## config.mk

```make
export PLATFORM = sky130hd
export DESIGN_NAME = stw_ctrl
export DESIGN_NICKNAME = d
export VERILOG_FILES = /design/src/rtl/core/stw_pkg.sv /design/src/rtl/core/stw_ctrl.sv
export SDC_FILE = /design/constraint.sdc
export NUM_CORES = 1
export LEC_CHECK = 0
export BUFFER_PORTS_ARGS = -buffer_cell sky130_fd_sc_hd__buf_2
export CORE_AREA = 2 2 39 41
export CTS_CLUSTER_DIAMETER = 120
export CTS_CLUSTER_SIZE = 12
export DETAILED_ROUTE_END_ITERATION = 6
export DIE_AREA = 0 0 41 43
export GPL_TIMING_DRIVEN = 0
export SLEW_MARGIN = 20
export SYNTH_ARGS = -nofsm -noshare
export SYNTH_HDL_FRONTEND = slang
export SYNTH_SLANG_ARGS = --single-unit
```

## constraint.sdc

```tcl
create_clock -name clk -period 1.7 [get_ports clk]
set_clock_uncertainty 0.05 [all_clocks]
set_input_delay 0.34 -clock clk [delete_from_list [all_inputs] [get_ports clk]]
set_output_delay 0.34 -clock clk [all_outputs]
set_load 0.005 [all_outputs]
```

## src/rtl/core/stw_pkg.sv

```systemverilog
package stw_pkg;

  localparam int DEPTH       = 1024;
  localparam int ELEM_BITS   = 16;
  localparam int VALUE_BITS  = 16;
  localparam int ADDR_BITS   = $clog2(DEPTH);
  localparam int IDX_BITS    = $clog2(DEPTH + 1);
  localparam int TARGET_BITS = 32;
  localparam int SUM_BITS    = TARGET_BITS + 1;
  localparam int FIRST_BITS  = 11;
  localparam int LAST_BITS   = 10;

  typedef struct packed {
    logic [VALUE_BITS-1:0] value;
    logic                  set_end;
  } in_word_t;

  typedef struct packed {
    logic                  found;
    logic [FIRST_BITS-1:0] first_index;
    logic [LAST_BITS-1:0]  last_index;
  } out_word_t;

  typedef enum logic [2:0] {
    ST_IDLE,
    ST_ADD,
    ST_CHECK,
    ST_SUB,
    ST_EMIT
  } state_t;

  typedef struct packed {
    logic accept;
    logic add;
    logic shrink_rd;
    logic shrink_sub;
    logic check;
    logic retire;
  } ctrl_cmd_t;

  typedef struct packed {
    logic active;
    logic shrink;
    logic emit_needed;
    logic out_free;
  } ctrl_stat_t;

endpackage

```

## src/rtl/core/stw_ctrl.sv

```systemverilog
module stw_ctrl import stw_pkg::*; (
  input  logic       clk,
  input  logic       rst_n,
  input  logic       in_valid,
  output logic       in_ready,
  input  ctrl_stat_t stat,
  output ctrl_cmd_t  cmd
);

  state_t state_r;
  state_t state_nxt;

  always_ff @(posedge clk) begin
    if (!rst_n) begin
      state_r <= ST_IDLE;
    end else begin
      state_r <= state_nxt;
    end
  end

  always_comb begin
    state_nxt = state_r;
    case (state_r)
      ST_IDLE: begin
        if (in_valid) begin
          state_nxt = ST_ADD;
        end
      end
      ST_ADD: begin
        state_nxt = stat.active ? ST_CHECK : ST_EMIT;
      end
      ST_CHECK: begin
        state_nxt = stat.shrink ? ST_SUB : ST_EMIT;
      end
      ST_SUB: begin
        state_nxt = ST_CHECK;
      end
      ST_EMIT: begin
        if (!stat.emit_needed || stat.out_free) begin
          state_nxt = ST_IDLE;
        end
      end
      default: begin
        state_nxt = ST_IDLE;
      end
    endcase
  end

  always_comb begin
    cmd      = '0;
    in_ready = 1'b0;
    case (state_r)
      ST_IDLE: begin
        in_ready   = 1'b1;
        cmd.accept = in_valid;
      end
      ST_ADD: begin
        cmd.add = stat.active;
      end
      ST_CHECK: begin
        cmd.shrink_rd = stat.shrink;
        cmd.check     = !stat.shrink;
      end
      ST_SUB: begin
        cmd.shrink_sub = 1'b1;
      end
      ST_EMIT: begin
        cmd.retire = !stat.emit_needed || stat.out_free;
      end
      default: begin
        cmd = '0;
      end
    endcase
  end

`ifndef SYNTHESIS
  a_sub_after_read: assert property (@(posedge clk) disable iff (!rst_n)
    (state_r == ST_SUB) |-> $past(cmd.shrink_rd))
    else $error("subtract step without a preceding read");

  a_accept_to_add: assert property (@(posedge clk) disable iff (!rst_n)
    cmd.accept |=> (state_r == ST_ADD))
    else $error("accepted word did not enter the add step");
`endif

endmodule

```

# ---- Word-level counts from Yosys, hierarchy flattened
# Index checks and enable logic that the tools add are counted.
# Widths: inputs -> output; s select.
dict set report totals {
  ff_bits 3
  inputBits 7
  output_inout_bits 7
  wordCells 24
}
dict set report classes {
  n_eq_ne 6
  mux 12
  n_reduce_logical 5
}
# cell n
set ops {}
lappend ops {{$pmux 3 s5} 1}
lappend ops {{$mux 3} 4}
lappend ops {{$mux 1} 7}
lappend ops {{$eq 3x2->1 const B} 2}
lappend ops {{$ne 2x2->1 const B} 2}
lappend ops {{$eq 3x1->1 const B} 1}
lappend ops {{$eq 3x3->1 const B} 1}
lappend ops {{$logic_not 3->1} 1}
lappend ops {{$logic_not 1->1} 2}
lappend ops {{$reduce_and 2->1} 1}
lappend ops {{$logic_or 1x1->1} 1}

# ---- Depth between registers and ports, before layout
dict set report logic_depth {
  depth_word 4
  mapped_depth 4
  depth_no_buf 3
}

# ---- Worst setup path after synthesis
# No wires, ideal clock.
dict set report synth_timing {
  path_type {flip-flop to output port}
  start {register state_r[1]}
  end {output port cmd[5] in the netlist's numbering}
  arrival_ns 0.841
  t_required_ns 1.310
  path_slack_ns 0.469
  stages_incl_launch_ff 4
  n_path_buf 1
  path_cell_list {dfxtp_1 > buf_2 > nor3_1 > and2_1}
}
# item line
set synth_rtl {}
lappend synth_rtl {{start: declaration} stw_ctrl.sv:10} ;# state_t state_r;
lappend synth_rtl {{start signal: assignment} stw_ctrl.sv:17} ;# state_r <= state_nxt;
lappend synth_rtl {{end: declaration} stw_ctrl.sv:7} ;# output ctrl_cmd_t cmd

==> run metrics <==
CP top delay family buffers and inverters; wirelength, routed 545 µm; Synth Cell Area ~210 µm²; area fraction of the dominant cell type after synthesis 0.286; Inst Count DP 53; gp weighted congestion approximately 0.72; wl on met1 216 µm; Largest register FFs 3; Slew Limit Headroom 0.817; max-cap violation count 0; Syn Nets 31; Die Span Y ~43 µm; RSZ-0062 raised after global routing no; CTS tree yes; Layout Cells excl Fill 57; Largest Register state_r; synth unique cells 15; largest net degree at the start of global routing 11; worst r2r src state_r[2]; Core ar. ~1400 µm²; CP max FO 10; Die Area between 1500 and 2000 µm²; crit-path cells buf_2 -> nor4b_2 -> buf_2; sequential-to-total area share from yosys stat 0.286; Starting Density 0.152; period utilization 0.923; Final Core Density 0.232; Internal Power 0.185 mW; antenna violations before repair 0; worst slew pin tran 0.270 ns; Final Hold Viols 0; combinational share of power 0.166; Post-route DRC 0; most frequent CP cell buf_2; yosys warns 0; HP Start rst_n; DP HPWL 433 µm; R2R Path End state_r[1]; met2 routed WL roughly 270 µm; share of layout cells above drive strength 1 0.463; PwrDens slightly below 800 nW/µm²; most common cell after layout, fill and taps aside buf_2; multi-input logic area between 100 and 150 µm²; clock slew at reported path FFs ~0.040 ns; Setup crit end cmd[1]; fin nets 49; Fill cells ~160; Initial DRT Pass Iterations 2; Setup Buffers After CTS 0; Post-Syn Instances 24; mean area per synthesized cell ~8.8 µm²; ANT nets after route 0; CTS Buf Count 3; Psw 0.0667 mW; post-cts resize count 0; Max IR drop VDD 0.232 mV; biggest regs state_r x3; PnR worst setup slack between 0.1 and 0.15 ns; CP Data Required Time 1.31 ns; first-pass GRT wire length 924 µm; area grow syn2layout 53.0%; Worst path slowest cell dfxtp_1; Register Area 60.1 µm²; All-Layer GR Usage 0.0802; Reg2Reg Depth 2; Crit path depth 3; Die Wd around 41 µm; Crit. Startpoint state_r[1]; CP Capture Type output pin; Switching Fraction 0.265; pre-CTS WS ~0.38 ns; root buf cell clkbuf_4; Post-CTS Hold Buffers 0; maximum clock rate between 600 and 700 MHz; min Tclk post-route 1.57 ns; routed vias 240; Sinks on Clock Net 3; via-per-instance ratio 4.21; met3 wire len 29 µm; critical path class flop to output pin; Reg power frac 0.304; FF-to-FF setup slack about 0.56 ns; # port buffers 13; CP max stage delay between 0.2 and 0.3 ns; Buf+Inv Stages, Crit Path 2; worst skew pair latency 0.24 ns; Ant. Diodes 0; total leakage power roughly 0.16 nW; Initial DRC Count 1; setup_tns 0 ns; largest cells by area after synthesis dfxtp_1 29%, nor3_1 9.5%, nor4b_1 8.3%; row cnt 14; clk buf depth 2; CP Launch Type flop; hold crit path type primary input to flop; grt total ovfl 0; Synth area leader dfxtp_1; Clock Power Share 0.530; Highest Signal Layer met4; Top Ports 14; crit path DAT ~1.2 ns; drt wl/cell ~9.6 µm; leading cell types in the layout, fill and taps excluded 14 x buf_2, 4 x nor3_1, 3 x clkbuf_4, 3 x dfxtp_1; vias in the first global route approximately 250; status finished, final reports clean; Setup Viol. Count Final 0; Pins Over Slew Limit 0; Yosys reg bits 3; H-Tree Level Count 1
==> worst min-delay path by stage <==
| stage | endpoint | cells after the start |
|---|---|---|
| finish | state_r[2] | 2 |
| floorplan | state_r[2] | 1 |
| global route | state_r[2] | 2 |
| CTS | state_r[2] | 2 |
| global placement | state_r[0] | 2 |
| detailed placement | state_r[0] | 2 |
==> cell families after synthesis <==
logic type             share of synthesized area
multiplexers                              0.0476
flip-flops                                 0.286
buffers and inverters                     0.0595
AO/OA/AOI/OAI                             0.0833
AND/OR/NAND/NOR                            0.524
==> through the flow <==
step                      hold WS (ns)  power [mW]  cell area [µm²]
after floorplan                  0.418       0.101              210
after global placement           0.502       0.119              295
after detailed placement         0.504       0.120              295
after CTS                        0.273       0.256              322
after global routing             0.284       0.265              322
final                            0.274       0.251              322
==> layout make-up <==
class / count / area share
Buffer: 2 / 0.0389
Clock buffer: 4 / 0.0817
Multi-Input combinational cell: 19 / 0.428
Sequential cell: 3 / 0.187
Tap cell: 16 / 0.0623
Timing Repair Buffer: 13 / 0.202
==> power groups by stage <==
stage          combinational [mW]  clock, mW  sequential, mW
2_1_floorplan              0.0238          0          0.0769
3_3_place_gp               0.0419          0          0.0775
6_report                   0.0418      0.133          0.0764
4_1_cts                    0.0426      0.137          0.0764
5_1_grt                    0.0477      0.140          0.0770
3_5_place_dp               0.0425          0          0.0776
==> synth_stat cells <==
cell,instances
nor3_1,4
and3_1,1
nor4b_1,2
mux2i_1,1
and2_1,1
nand2_1,1
and4bb_1,1
buf_2,1
o31a_1,2
and3b_1,1
nand2b_1,2
nor4b_2,1
nor2_1,2
dfxtp_1,3
buf_4,1
==> routing by layer <==
metal | vias to the layer above | GRT usage
met5 | - | 0
met4 | 0 | 0.0800
met3 | 2 | 0.0209
met2 | 7 | 0.116
met1 | 107 | 0.0865
li1 | 124 | -
Note: power is estimated with default switching activity, not from simulation.
